--- src/hw/rtl/assert_macros.svh ---
// assertion macros used by go_back_n_sender_top
// no dependencies
`ifndef ASSERT_MACROS_SVH
`define ASSERT_MACROS_SVH

// same-cycle implication, disabled during reset
`define ASSERT_IMP(lbl, clk, rst_n, pre, post) \
    lbl: assert property (@(posedge clk) disable iff (!rst_n) (pre) |-> (post)) \
        else $error("assertion failed");

// next-cycle implication, disabled during reset
`define ASSERT_NXT(lbl, clk, rst_n, pre, post) \
    lbl: assert property (@(posedge clk) disable iff (!rst_n) (pre) |=> (post)) \
        else $error("assertion failed");

`endif

--- src/hw/rtl/gbn_pkg.sv ---
// shared types and constants for the go-back-n sender
// no dependencies
package gbn_pkg;

    localparam int SEQ_W          = 16;
    localparam int SUM_W          = 13;
    localparam int CHK_W          = 18;
    localparam int ACK_CHK_W      = 19;
    localparam int WIN_W          = 7;
    localparam int ACT_W          = 2;
    localparam int STORE_DEPTH_DEF = 256;
    localparam int MAX_WINDOW_DEF  = 64;
    localparam logic [WIN_W-1:0] WINDOW_RESET = 7'd8;

    typedef enum logic [ACT_W-1:0] {
        ACT_NEW     = 2'd0,
        ACT_ACK     = 2'd1,
        ACT_TIMEOUT = 2'd2
    } action_t;

    typedef enum logic [2:0] {
        RES_NONE,
        RES_EMPTY,
        RES_OVF,
        RES_ACK,
        RES_PKT
    } res_sel_t;

    typedef struct packed {
        logic [ACT_W-1:0]            action;
        logic signed [SUM_W-1:0]     msg_payload_sum;
        logic [SEQ_W-1:0]            ack_num;
        logic [SEQ_W-1:0]            ack_seq_num;
        logic signed [SUM_W-1:0]     ack_payload_sum;
        logic signed [ACK_CHK_W-1:0] ack_checksum;
    } evt_item_t;

    typedef struct packed {
        logic     latch;
        logic     store_msg;
        logic     rewind;
        logic     read_mem;
        res_sel_t load;
    } gbn_cmd_t;

    typedef struct packed {
        logic [ACT_W-1:0] action;
        logic             store_full;
        logic             allowed;
        logic             more;
        logic             out_free;
    } gbn_sts_t;

endpackage

--- src/hw/rtl/gbn_if.sv ---
// valid/ready channel interfaces for events in and results out
// depends on gbn_pkg
interface gbn_in_if import gbn_pkg::*; ();
    logic                        valid;
    logic                        ready;
    logic [ACT_W-1:0]            action;
    logic signed [SUM_W-1:0]     msg_payload_sum;
    logic [SEQ_W-1:0]            ack_num;
    logic [SEQ_W-1:0]            ack_seq_num;
    logic signed [SUM_W-1:0]     ack_payload_sum;
    logic signed [ACK_CHK_W-1:0] ack_checksum;

    modport source (
        output valid, action, msg_payload_sum, ack_num, ack_seq_num,
               ack_payload_sum, ack_checksum,
        input  ready
    );
    modport sink (
        input  valid, action, msg_payload_sum, ack_num, ack_seq_num,
               ack_payload_sum, ack_checksum,
        output ready
    );
endinterface

interface gbn_out_if import gbn_pkg::*; ();
    logic                    valid;
    logic                    ready;
    logic                    send_valid;
    logic [SEQ_W-1:0]        send_seq;
    logic signed [CHK_W-1:0] send_checksum;
    logic                    timer_start;
    logic                    timer_stop;
    logic                    overflow;
    logic                    last;

    modport source (
        output valid, send_valid, send_seq, send_checksum, timer_start,
               timer_stop, overflow, last,
        input  ready
    );
    modport sink (
        input  valid, send_valid, send_seq, send_checksum, timer_start,
               timer_stop, overflow, last,
        output ready
    );
endinterface

--- src/hw/rtl/go_back_n_sender_top.sv ---
// an ack, overflow or undefined-action beat is loaded from the exec state once the output slot is free
// a new message or timeout with nothing to send puts out an empty beat from the check state
// a send burst puts out packets one by one, checking the window and reading the store before each
// a busy output slot stalls any beat; a new event is taken only once the control is back in idle
// reset clears sequence numbers, message count and output valid and sets the window to 8; the store is not cleared
// depends on gbn_pkg, gbn_if, gbn_ctrl, gbn_datapath and assert_macros.svh
`include "assert_macros.svh"
module go_back_n_sender_top import gbn_pkg::*; #(
    parameter int STORE_DEPTH = STORE_DEPTH_DEF,
    parameter int MAX_WINDOW  = MAX_WINDOW_DEF
) (
    input  logic             clk,
    input  logic             rst_n,
    input  logic             cfg_we,
    input  logic [WIN_W-1:0] cfg_wdata,
    gbn_in_if.sink           evt,
    gbn_out_if.source        rslt
);

    gbn_cmd_t  cmd;
    gbn_sts_t  sts;
    evt_item_t item;

    assign item.action          = evt.action;
    assign item.msg_payload_sum = evt.msg_payload_sum;
    assign item.ack_num         = evt.ack_num;
    assign item.ack_seq_num     = evt.ack_seq_num;
    assign item.ack_payload_sum = evt.ack_payload_sum;
    assign item.ack_checksum    = evt.ack_checksum;

    gbn_ctrl u_ctrl (
        .clk      (clk),
        .rst_n    (rst_n),
        .in_valid (evt.valid),
        .in_ready (evt.ready),
        .sts      (sts),
        .cmd      (cmd)
    );

    gbn_datapath #(
        .STORE_DEPTH (STORE_DEPTH),
        .MAX_WINDOW  (MAX_WINDOW)
    ) u_datapath (
        .clk       (clk),
        .rst_n     (rst_n),
        .cfg_we    (cfg_we),
        .cfg_wdata (cfg_wdata),
        .item      (item),
        .cmd       (cmd),
        .sts       (sts),
        .rslt      (rslt)
    );

    // a packet beat never carries a stop or overflow flag
    `ASSERT_IMP(a_pkt_flags, clk, rst_n, rslt.valid && rslt.send_valid, !rslt.overflow && !rslt.timer_stop)
    // an overflow beat closes its event
    `ASSERT_IMP(a_ovf_last, clk, rst_n, rslt.valid && rslt.overflow, rslt.last)
    // busy after an event beat is taken
    `ASSERT_NXT(a_busy, clk, rst_n, evt.valid && evt.ready, !evt.ready)
    // results are loaded only when the output slot is free
    `ASSERT_IMP(a_load_free, clk, rst_n, cmd.load != RES_NONE, sts.out_free)

endmodule

--- src/hw/rtl/gbn_ctrl.sv ---
// sequencing state machine of the go-back-n sender
// depends on gbn_pkg; drives commands into gbn_datapath
module gbn_ctrl import gbn_pkg::*; (
    input  logic     clk,
    input  logic     rst_n,
    input  logic     in_valid,
    output logic     in_ready,
    input  gbn_sts_t sts,
    output gbn_cmd_t cmd
);

    typedef enum logic [1:0] {
        S_IDLE,
        S_EXEC,
        S_CHECK,
        S_EMIT
    } state_t;

    state_t state_reg, state_next;
    logic   ready_reg;

    assign in_ready = ready_reg;

    always_comb
    begin
        state_next    = state_reg;
        cmd.latch     = 1'b0;
        cmd.store_msg = 1'b0;
        cmd.rewind    = 1'b0;
        cmd.read_mem  = 1'b0;
        cmd.load      = RES_NONE;
        case (state_reg)
            S_IDLE:
            begin
                if (in_valid && ready_reg)
                begin
                    cmd.latch  = 1'b1;
                    state_next = S_EXEC;
                end
            end
            S_EXEC:
            begin
                case (sts.action)
                    ACT_NEW:
                    begin
                        if (!sts.store_full)
                        begin
                            cmd.store_msg = 1'b1;
                            state_next    = S_CHECK;
                        end
                        else if (sts.out_free)
                        begin
                            cmd.load   = RES_OVF;
                            state_next = S_IDLE;
                        end
                    end
                    ACT_ACK:
                    begin
                        if (sts.out_free)
                        begin
                            cmd.load   = RES_ACK;
                            state_next = S_IDLE;
                        end
                    end
                    ACT_TIMEOUT:
                    begin
                        cmd.rewind = 1'b1;
                        state_next = S_CHECK;
                    end
                    default:
                    begin
                        if (sts.out_free)
                        begin
                            cmd.load   = RES_EMPTY;
                            state_next = S_IDLE;
                        end
                    end
                endcase
            end
            S_CHECK:
            begin
                if (sts.allowed)
                begin
                    cmd.read_mem = 1'b1;
                    state_next   = S_EMIT;
                end
                else if (sts.out_free)
                begin
                    cmd.load   = RES_EMPTY;
                    state_next = S_IDLE;
                end
            end
            S_EMIT:
            begin
                if (sts.out_free)
                begin
                    cmd.load   = RES_PKT;
                    state_next = sts.more ? S_CHECK : S_IDLE;
                end
            end
            default:
            begin
                state_next = S_IDLE;
            end
        endcase
    end

    always_ff @(posedge clk or negedge rst_n)
    begin
        if (!rst_n)
        begin
            state_reg <= S_IDLE;
            ready_reg <= 1'b1;
        end
        else
        begin
            state_reg <= state_next;
            ready_reg <= (state_next == S_IDLE);
        end
    end

endmodule

--- src/hw/rtl/gbn_datapath.sv ---
// sequence registers, payload-sum store and result register
// depends on gbn_pkg and gbn_if; commanded by gbn_ctrl
module gbn_datapath import gbn_pkg::*; #(
    parameter int STORE_DEPTH = STORE_DEPTH_DEF,
    parameter int MAX_WINDOW  = MAX_WINDOW_DEF
) (
    input  logic             clk,
    input  logic             rst_n,
    input  logic             cfg_we,
    input  logic [WIN_W-1:0] cfg_wdata,
    input  evt_item_t        item,
    input  gbn_cmd_t         cmd,
    output gbn_sts_t         sts,
    gbn_out_if.source        rslt
);

    localparam int ADDR_W = (STORE_DEPTH > 1) ? $clog2(STORE_DEPTH) : 1;
    localparam int TOT_W  = $clog2(STORE_DEPTH + 1);
    localparam int CNT_W  = $clog2(MAX_WINDOW + 1);
    localparam int CMP_W  = (CNT_W > WIN_W) ? CNT_W : WIN_W;
    localparam int LIM_W  = SEQ_W + 1;

    logic [WIN_W-1:0]        window_reg;
    logic [SEQ_W-1:0]        base_reg, next_reg;
    logic [TOT_W-1:0]        total_reg;
    logic [CNT_W-1:0]        cnt_reg;
    evt_item_t               item_reg;
    logic [SUM_W-1:0]        mem [STORE_DEPTH];
    logic [SUM_W-1:0]        rd_reg;

    logic                    out_valid_reg;
    logic                    send_valid_reg;
    logic [SEQ_W-1:0]        send_seq_reg;
    logic signed [CHK_W-1:0] send_chk_reg;
    logic                    tstart_reg, tstop_reg, ovf_reg, last_reg;

    logic [CMP_W-1:0]        win_eff;
    logic [LIM_W-1:0]        limit;
    logic [LIM_W-1:0]        total_cmp;
    logic [SEQ_W-1:0]        next_inc;
    logic [CNT_W:0]          cnt_inc;
    logic                    allowed, more, out_free;
    logic [SEQ_W-1:0]        ack_base;
    logic signed [ACK_CHK_W-1:0] ack_expect;
    logic                    ack_ok;
    logic signed [CHK_W-1:0] pkt_chk;

    assign win_eff = (CMP_W'(window_reg) > CMP_W'(MAX_WINDOW)) ?
                     CMP_W'(MAX_WINDOW) : CMP_W'(window_reg);
    assign limit     = {1'b0, base_reg} + LIM_W'(win_eff);
    assign total_cmp = LIM_W'(total_reg);
    assign next_inc  = next_reg + 1'b1;
    assign cnt_inc   = {1'b0, cnt_reg} + 1'b1;

    assign allowed = (cnt_reg < CNT_W'(MAX_WINDOW)) && ({1'b0, next_reg} < limit)
                     && ({1'b0, next_reg} < total_cmp);
    assign more    = (cnt_inc < (CNT_W + 1)'(MAX_WINDOW)) && ({1'b0, next_inc} < limit)
                     && ({1'b0, next_inc} < total_cmp);

    assign out_free = !out_valid_reg || rslt.ready;

    assign ack_base   = item_reg.ack_num + 1'b1;
    assign ack_expect = ACK_CHK_W'(item_reg.ack_payload_sum)
                        + $signed({3'b000, item_reg.ack_seq_num})
                        + $signed({3'b000, item_reg.ack_num});
    assign ack_ok     = (ack_expect == item_reg.ack_checksum);

    assign pkt_chk = CHK_W'($signed(rd_reg)) + $signed({2'b00, next_reg});

    assign sts.action     = item_reg.action;
    assign sts.store_full = (total_reg == TOT_W'(STORE_DEPTH));
    assign sts.allowed    = allowed;
    assign sts.more       = more;
    assign sts.out_free   = out_free;

    assign rslt.valid         = out_valid_reg;
    assign rslt.send_valid    = send_valid_reg;
    assign rslt.send_seq      = send_seq_reg;
    assign rslt.send_checksum = send_chk_reg;
    assign rslt.timer_start   = tstart_reg;
    assign rslt.timer_stop    = tstop_reg;
    assign rslt.overflow      = ovf_reg;
    assign rslt.last          = last_reg;

    // payload-sum store
    always_ff @(posedge clk)
    begin
        if (cmd.store_msg)
        begin
            mem[total_reg[ADDR_W-1:0]] <= item_reg.msg_payload_sum;
        end
        if (cmd.read_mem)
        begin
            rd_reg <= mem[next_reg[ADDR_W-1:0]];
        end
    end

    // latched event and result payload
    always_ff @(posedge clk)
    begin
        if (cmd.latch)
        begin
            item_reg <= item;
        end
        case (cmd.load)
            RES_EMPTY, RES_OVF:
            begin
                send_valid_reg <= 1'b0;
                send_seq_reg   <= '0;
                send_chk_reg   <= '0;
                tstart_reg     <= 1'b0;
                tstop_reg      <= 1'b0;
                ovf_reg        <= (cmd.load == RES_OVF);
                last_reg       <= 1'b1;
            end
            RES_ACK:
            begin
                send_valid_reg <= 1'b0;
                send_seq_reg   <= '0;
                send_chk_reg   <= '0;
                tstart_reg     <= ack_ok && (ack_base != next_reg);
                tstop_reg      <= ack_ok && (ack_base == next_reg);
                ovf_reg        <= 1'b0;
                last_reg       <= 1'b1;
            end
            RES_PKT:
            begin
                send_valid_reg <= 1'b1;
                send_seq_reg   <= next_reg;
                send_chk_reg   <= pkt_chk;
                tstart_reg     <= (base_reg == next_reg);
                tstop_reg      <= 1'b0;
                ovf_reg        <= 1'b0;
                last_reg       <= !more;
            end
            default:
            begin
            end
        endcase
    end

    // control registers
    always_ff @(posedge clk or negedge rst_n)
    begin
        if (!rst_n)
        begin
            window_reg    <= WINDOW_RESET;
            base_reg      <= '0;
            next_reg      <= '0;
            total_reg     <= '0;
            cnt_reg       <= '0;
            out_valid_reg <= 1'b0;
        end
        else
        begin
            if (cfg_we)
            begin
                window_reg <= cfg_wdata;
            end
            if (cmd.store_msg)
            begin
                total_reg <= total_reg + 1'b1;
                cnt_reg   <= '0;
            end
            if (cmd.rewind)
            begin
                next_reg <= base_reg;
                cnt_reg  <= '0;
            end
            if (cmd.load == RES_PKT)
            begin
                next_reg <= next_inc;
                cnt_reg  <= cnt_inc[CNT_W-1:0];
            end
            if (cmd.load == RES_ACK && ack_ok)
            begin
                base_reg <= ack_base;
            end
            if (cmd.load != RES_NONE)
            begin
                out_valid_reg <= 1'b1;
            end
            else if (rslt.ready)
            begin
                out_valid_reg <= 1'b0;
            end
        end
    end

endmodule
--- src/flat_wrapper.sv ---
// flat-port wrapper written by rule: the top's interface ports become plain ports
module go_back_n_sender_top_flat import gbn_pkg::*;
#(
    parameter int STORE_DEPTH = STORE_DEPTH_DEF,
    parameter int MAX_WINDOW  = MAX_WINDOW_DEF
)
  (clk, rst_n, cfg_we, cfg_wdata, evt_valid, evt_action, evt_msg_payload_sum, evt_ack_num, evt_ack_seq_num, evt_ack_payload_sum, evt_ack_checksum, evt_ready, rslt_valid, rslt_send_valid, rslt_send_seq, rslt_send_checksum, rslt_timer_start, rslt_timer_stop, rslt_overflow, rslt_last, rslt_ready);
  gbn_in_if evt_i ();
  gbn_out_if rslt_i ();
  input  logic clk;
  input  logic rst_n;
  input  logic cfg_we;
  input  logic [WIN_W-1:0] cfg_wdata;
  input wire logic [$bits(evt_i.valid)-1:0] evt_valid;
  input wire logic [$bits(evt_i.action)-1:0] evt_action;
  input wire logic [$bits(evt_i.msg_payload_sum)-1:0] evt_msg_payload_sum;
  input wire logic [$bits(evt_i.ack_num)-1:0] evt_ack_num;
  input wire logic [$bits(evt_i.ack_seq_num)-1:0] evt_ack_seq_num;
  input wire logic [$bits(evt_i.ack_payload_sum)-1:0] evt_ack_payload_sum;
  input wire logic [$bits(evt_i.ack_checksum)-1:0] evt_ack_checksum;
  output wire logic [$bits(evt_i.ready)-1:0] evt_ready;
  output wire logic [$bits(rslt_i.valid)-1:0] rslt_valid;
  output wire logic [$bits(rslt_i.send_valid)-1:0] rslt_send_valid;
  output wire logic [$bits(rslt_i.send_seq)-1:0] rslt_send_seq;
  output wire logic [$bits(rslt_i.send_checksum)-1:0] rslt_send_checksum;
  output wire logic [$bits(rslt_i.timer_start)-1:0] rslt_timer_start;
  output wire logic [$bits(rslt_i.timer_stop)-1:0] rslt_timer_stop;
  output wire logic [$bits(rslt_i.overflow)-1:0] rslt_overflow;
  output wire logic [$bits(rslt_i.last)-1:0] rslt_last;
  input wire logic [$bits(rslt_i.ready)-1:0] rslt_ready;
  assign evt_i.valid = evt_valid;
  assign evt_i.action = evt_action;
  assign evt_i.msg_payload_sum = evt_msg_payload_sum;
  assign evt_i.ack_num = evt_ack_num;
  assign evt_i.ack_seq_num = evt_ack_seq_num;
  assign evt_i.ack_payload_sum = evt_ack_payload_sum;
  assign evt_i.ack_checksum = evt_ack_checksum;
  assign evt_ready = evt_i.ready;
  assign rslt_valid = rslt_i.valid;
  assign rslt_send_valid = rslt_i.send_valid;
  assign rslt_send_seq = rslt_i.send_seq;
  assign rslt_send_checksum = rslt_i.send_checksum;
  assign rslt_timer_start = rslt_i.timer_start;
  assign rslt_timer_stop = rslt_i.timer_stop;
  assign rslt_overflow = rslt_i.overflow;
  assign rslt_last = rslt_i.last;
  assign rslt_i.ready = rslt_ready;
  go_back_n_sender_top #(.STORE_DEPTH(STORE_DEPTH), .MAX_WINDOW(MAX_WINDOW)) u_core (.clk(clk), .rst_n(rst_n), .cfg_we(cfg_we), .cfg_wdata(cfg_wdata), .evt(evt_i), .rslt(rslt_i));
endmodule
--- config.mk ---
export PLATFORM = sky130hd
export DESIGN_NAME = go_back_n_sender_top_flat
export DESIGN_NICKNAME = d
export VERILOG_FILES = /design/src/hw/rtl/gbn_pkg.sv /design/src/hw/rtl/gbn_if.sv /design/src/hw/rtl/go_back_n_sender_top.sv /design/src/hw/rtl/gbn_ctrl.sv /design/src/hw/rtl/gbn_datapath.sv /design/src/flat_wrapper.sv
export VERILOG_INCLUDE_DIRS = /design/src /design/src/hw/rtl
export SDC_FILE = /design/constraint.sdc
export NUM_CORES = 2
export LEC_CHECK = 0
export BUFFER_PORTS_ARGS = -buffer_cell sky130_fd_sc_hd__buf_2
export CAP_MARGIN = 20
export CORE_UTILIZATION = 25
export DETAILED_ROUTE_END_ITERATION = 10
export GPL_TIMING_DRIVEN = 0
export PLACE_DENSITY = 0.45
export SETUP_SLACK_MARGIN = 0.05
export SLEW_MARGIN = 20
export SYNTH_ARGS = -nofsm -noshare
export SYNTH_HDL_FRONTEND = slang
export SYNTH_SLANG_ARGS = --single-unit
export TNS_END_PERCENT = 50
--- constraint.sdc ---
create_clock -name clk -period 11.6 [get_ports clk]
set_clock_uncertainty 0.15 [all_clocks]
set_input_delay 1.16 -clock clk [delete_from_list [all_inputs] [get_ports clk]]
set_output_delay 1.16 -clock clk [all_outputs]
set_load 0.01 [all_outputs]
== Word-level counts from Yosys, hierarchy flattened ==
Memories as Yosys holds them, arrays and structs flattened. A register that Yosys moved wholly into a read port is not among the register bits.
Cells that the tools add are included.
Storage, ports and cells
  memories: 1
  RAM bits: 3328
  input port bits: 91
  output and inout bits: 41
  bits in registers: 177
Operators by class
  mux-type cells: 41
  add/subtract/negate cells: 8
  equal/unequal tests: 14
  order comparisons: 7
  reductions and logical operators: 26
Memory list
  u_core.u_datapath.mem: depth 256, width 13, rd ports 1, clocked after Yosys merged registers in 1, wr ports 1, line gbn_datapath.sv:28  | logic [SUM_W-1:0] mem [STORE_DEPTH];
Operators by type and width (count)
  $add 13x17->18: 2
  $pmux 18 s2: 1
  $lt 16x17->1: 2
  $add 16x1->16 const B: 2
  $eq 16x16->1: 2
  $lt 16x9->1: 2
  $mux 16: 2
  $pmux 16 s2: 1
  $mux 7: 4
  $mux 2: 10
  $add 18x17->19: 1
  $eq 19x19->1: 1
  $add 16x7->17: 1
  $ne 16x16->1: 1
  $mux 1: 13
  $reduce_bool 2->1: 5
  $add 9x1->9 const B: 1
  $eq 9x9->1 const B: 1
  $pmux 3 s3: 1
  $reduce_bool 3->1: 3
  $add 7x1->8 const B: 1
  $logic_and 1x1->1: 8
  $lt 8x7->1 const B: 1
  $pmux 1 s2: 4
  other kinds (17): 26

== Depth between registers and ports, before layout ==
  depth in word-level cells: 11
  gate-level depth with buffers: 20

== By module ==
From an unflattened synthesis, not the netlist that was laid out.
Second synthesis, totals
  cells, all modules: 6223
  area total of the unflattened synthesis: 139543.8 µm²
Modules (own cells, without submodules)
  gbn_datapath: seq. area each 105272.2 µm², instances 1, cells an instance 6197, area an instance 139322.4 µm²
  gbn_ctrl: seq. area each 76.3 µm², instances 1, cells an instance 26, area an instance 221.5 µm²

== Worst setup path before layout ==
No wires, ideal clock.
  path type: input-to-reg
  start: input evt_valid
  end: register u_core.u_datapath.item_reg[0] (netlist bit), enable pin
  data arrival time: 6651 ps
  setup time: 618 ps
  path buffers: 0
  cell stages on the path: 2
  slack: 4182 ps
  cell sequence: nand2_1 -> nor3_1
RTL lines
  start: declaration: line flat_wrapper.sv:14  | input wire logic [$bits(evt_i.valid)-1:0] evt_valid;
  end signal: assignment: line gbn_datapath.sv:103  | item_reg <= item;
  end: declaration: line gbn_datapath.sv:27  | evt_item_t item_reg;

== Final worst setup path ==
  start: register u_core.u_datapath.total_reg[5]
  end: memory u_core.u_datapath.mem[161][2], enable pin
Between the ends
  word-level cells in the longest chain between the ends: 6
Ends and longest elaborated chain
  start: declaration: line gbn_datapath.sv:25  | logic [TOT_W-1:0] total_reg;
  start signal: assignment: line gbn_datapath.sv:162  | total_reg <= total_reg + 1'b1;
  $eq 9x9->1: line gbn_datapath.sv:71  | assign sts.store_full = (total_reg == TOT_W'(STORE_DEPTH));
  $mux 1: line gbn_ctrl.sv:46  | if (!sts.store_full)
  $mux 1: line gbn_ctrl.sv:43  | case (sts.action)
  $mux 2: line gbn_ctrl.sv:32  | case (state_reg)
  $mux 1: line gbn_datapath.sv:88  | if (cmd.store_msg)
  $mux 1 (implied by the code): line gbn_datapath.sv:90  | mem[total_reg[ADDR_W-1:0]] <= item_reg.msg_payload_sum;
  end: declaration: line gbn_datapath.sv:28
Several ways; a longest one is shown, not always the timed one.

==> run metrics <==
Crit Path Class=reg -> reg; number of DRC violations after detailed-routing iteration 0=between 7000 and 8000; Final Setup Violations=0; Avg Vias per Cell=~4.8; final RePlAce weighted congestion=0.838; outcome=finished clean; # Post-CTS Setup Buffers=0; maximum root-to-sink buffer count=4; crit start category=flop; number of synthesis warnings=0; gate count of the mapped netlist=between 6000 and 7000; Net Count, Synth=6321; chip width=between 700 and 800 µm; highest layer used for signal routing=met5; cell row count=roughly 270; most frequent cell after synthesis=edfxtp_1; aggregate routed wire length=447000 µm; origin of the worst min-delay path=evt_ack_num[1]; largest net degree at the start of global routing=49; number of flip-flops and latches in the synthesized netlist=3518; number of nets in the finished design=roughly 7000; Port Buffers=130; met3 WL=27500 µm; count of TritonRoute iterations in the first routing pass=7; Post-synth top flop=edfxtp_1; worst reg2reg startpoint=u_core.u_datapath.total_reg[5]; hold_ws=0.212 ns; Hold Vio Cnt, Final=0; register clock-pin slew on the reported worst setup and hold paths=0.06 ns; Post-Syn Area=139000 µm²; Cell Chain, Critical Path=clkbuf_1 -> nor2_1 -> nand2_1 -> nor2_1 -> nor2_1 -> clkbuf_1 -> nand3_1 -> clkbuf_2 -> buf_16 -> nor2_2; remaining number of nets flagged by the antenna check after routing=0; Tcrit/Tclk final=0.538; Endpoint, Worst Hold=u_core.u_datapath.item_reg[49]; routed length per instance=30.5 µm; family of cells with the greatest summed delay on the critical path=simple AND/OR/NAND/NOR gates; unrepaired setup endpoints after global routing=no; starting density of the core=0.251; met2 layer wire length in the routed design=217000 µm; overflow left after global routing=0; number of flops mapped to enable cells by yosys=3459; net switching power of the design=12.9 mW; total count of max-transition violations in the final report=0; number of global-route vias before repair=70500; proportion of register bits with asynchronous set or reset after synthesis=0.0168; Critical Path Most Common Cell=nor2_1; synthesis-to-layout area growth=21.4%; area of the core=553000 µm²; capturing point of the worst reg2reg path=u_core.u_datapath.mem[161][2]; number of flip-flops in the largest register=about 3300; cell at the slowest stage of the critical path=nand3_1; sequential cell area fraction in the yosys report=0.759; initial antenna violation count=45; Peak supply drop=0.000140 V; pwr dens=235 nW/µm²; cell types occupying the most area after synthesis=edfxtp_1, mux4_2, dfrtp_1; data arrival at the endpoint of the critical path=6.67 ns; I/O pin total=132; flop-to-flop setup slack=5.35 ns; wire length the detailed router placed on met1=approximately 190000 µm; area share of the largest cell type after synthesis=0.749; total global routing track utilization=0.156; vias after detailed routing=69600; Register-to-Register Path Depth=10; CTS HTree Levels=5; biggest cell delay along the critical path=0.97 ns; setup TNS=0 ns; # Max-Cap Violations=0; Sw Share=0.326; number of different library cells in the post-synthesis netlist=73; Residual DRC=0; Max Clk Rate=about 0.16 GHz; worst max-slew margin expressed relative to the limit=0.192; worst-margin pin slew=1.21 ns; insertion delay to the later sink of the worst-skew pair=0.97 ns; cell-internal power=26.6 mW; post-cts sizing count=0; fraction of power consumed by combinational cells=0.305; HPWL after DPL=325000 µm; part of the power in registers=0.379; dominant cell type by area after synthesis=edfxtp_1; TritonCTS clock tree=done; Worst Path Buf+Inv=4; critical path fanouts, max=13; leakage power figure=51.5 nW; Worst Path Required=12.03 ns; total clock sinks=roughly 3500; Worst Hold Depth=1; Post-synth top cells=edfxtp_1, mux4_2, nor2_1; critical path capture point type=flop; shortest clock period the worst path allows after layout=between 6 and 7 ns; Die Y-Extent=747 µm; die area=558000 µm²; clock buffer count from CTS=391; worst min-delay path category=in -> reg; share of layout cells above drive strength 1=0.353; cell at the root of the clock tree=clkbuf_16; mean post-synth cell area=22.7 µm²; portion of total power attributed to the clock network=0.317; first-pass GRT wire length=slightly above 600000 µm
[final cells by class]
cell class,count,area [µm²]
fill,53100,384000
clock buffer,464,10100
antenna,13,32.5
sequential,3518,105000
tap,7287,9120
clock inverter,259,2780
inverter,50,188
buffer,318,1400
multi-input combinational,2231,32700
timing repair buffer,498,6760
[layer usage]
| metal | GRT usage | vias up |
|---|---|---|
| met5 | 0.00103 | - |
| met4 | 0.0425 | 6 |
| met3 | 0.0233 | 576 |
| met2 | 0.258 | 2589 |
| met1 | 0.214 | 38600 |
| li1 | - | 27800 |
[what timing repair did]
action                     in CTS  in global routing
hold endpoints to repair       10                  0
setup endpoints to repair       0                  0
hold buffers                    1                  0
[kinds of logic after synthesis]
logic type	Yosys count	synth area share
simple gates	638	0.0206
buf+inv	368	0.0100
fa+ha+maj	113	0.0112
compound gates	248	0.0119
flops	3518	0.759
mux	1123	0.180
xor+xnor	109	0.00704
[worst max-delay path by stage]
stage | from | endpoint | slack, ns | cells after the start
detailed placement | u_core.u_datapath.total_reg[4] | u_core.u_datapath.mem[161][1] | 5.43 | 10
global route | u_core.u_datapath.window_reg[6] | u_core.u_datapath.rslt.send_checksum[9] | 5.16 | 21
finish | u_core.u_datapath.total_reg[5] | u_core.u_datapath.mem[161][2] | 5.35 | 10
global placement | evt_valid | u_core.u_ctrl.in_ready | 1.69 | 4
floorplan | evt_valid | u_core.u_datapath.item_reg[0] | 4.18 | 2
CTS | u_core.u_datapath.total_reg[5] | u_core.u_datapath.mem[161][2] | 5.41 | 10
[worst register-to-register path, stage by stage (launching register included)]
cell	delay [ns]
dfrtp_1	0.32
clkbuf_1	0.48
nor2_1	0.33
nand2_1	0.88
nor2_1	0.30
nor2_1	0.20
clkbuf_1	0.47
nand3_1	0.97
clkbuf_2	0.72
buf_16	0.33
nor2_2	0.70
[power by group through the flow]
stage | logic [mW] | clock network, mW | registers, mW
2_1_floorplan | 5.57 | 0 | 15.7
3_3_place_gp | 10.4 | 0 | 16.6
3_5_place_dp | 12.1 | 0 | 15.2
4_1_cts | 12.2 | 12.7 | 15.0
5_1_grt | 12.4 | 13.2 | 15.0
6_report | 12.0 | 12.5 | 15.0
[metrics by stage]
stage / worst slack [ns] / instance area (µm²) / util / total power [mW] / cells
6_report: 5.35 / 168000 / 0.305 / 39.5 / 14600
5_1_grt: 5.16 / 168000 / 0.305 / 40.6 / 14600
4_1_cts: 5.41 / 168000 / 0.305 / 39.9 / 14600
3_5_place_dp: 5.43 / 155000 / 0.281 / 27.4 / 13900
3_3_place_gp: 1.69 / 149000 / 0.269 / 26.9 / 13500
2_1_floorplan: 4.18 / 139000 / - / 21.3 / 6117
[cells in the final DEF (no fill, tap or decap), types with 12 or more instances in the layout]
cell type and count:
buf_12 33, mux2_2 14, xor2_1 27, fa_1 19, diode_2 13, buf_6 61, inv_1 50, clkbuf_16 393
and2_1 15, nor2b_1 16, a22oi_1 30, clkbuf_1 206, o21a_1 15, edfxtp_1 3459, mux4_2 1093, a211oi_1 17
buf_2 179, nor2_2 254, o21ai_0 57, clkbuf_2 78, bufinv_16 43, ha_1 94, dfrtp_1 57, buf_16 56
clkinv_1 86, clkinv_2 76, a21oi_1 43, nand4_1 19, xnor2_1 80, and3_1 15, nor3_1 33, buf_8 211
a21o_1 22, nand2_1 104, nand3_1 42, nor2_1 83, buf_1 42, clkinvlp_4 15, clkinv_16 12, nand2b_1 13
Note: power is estimated with default switching activity, not from simulation.
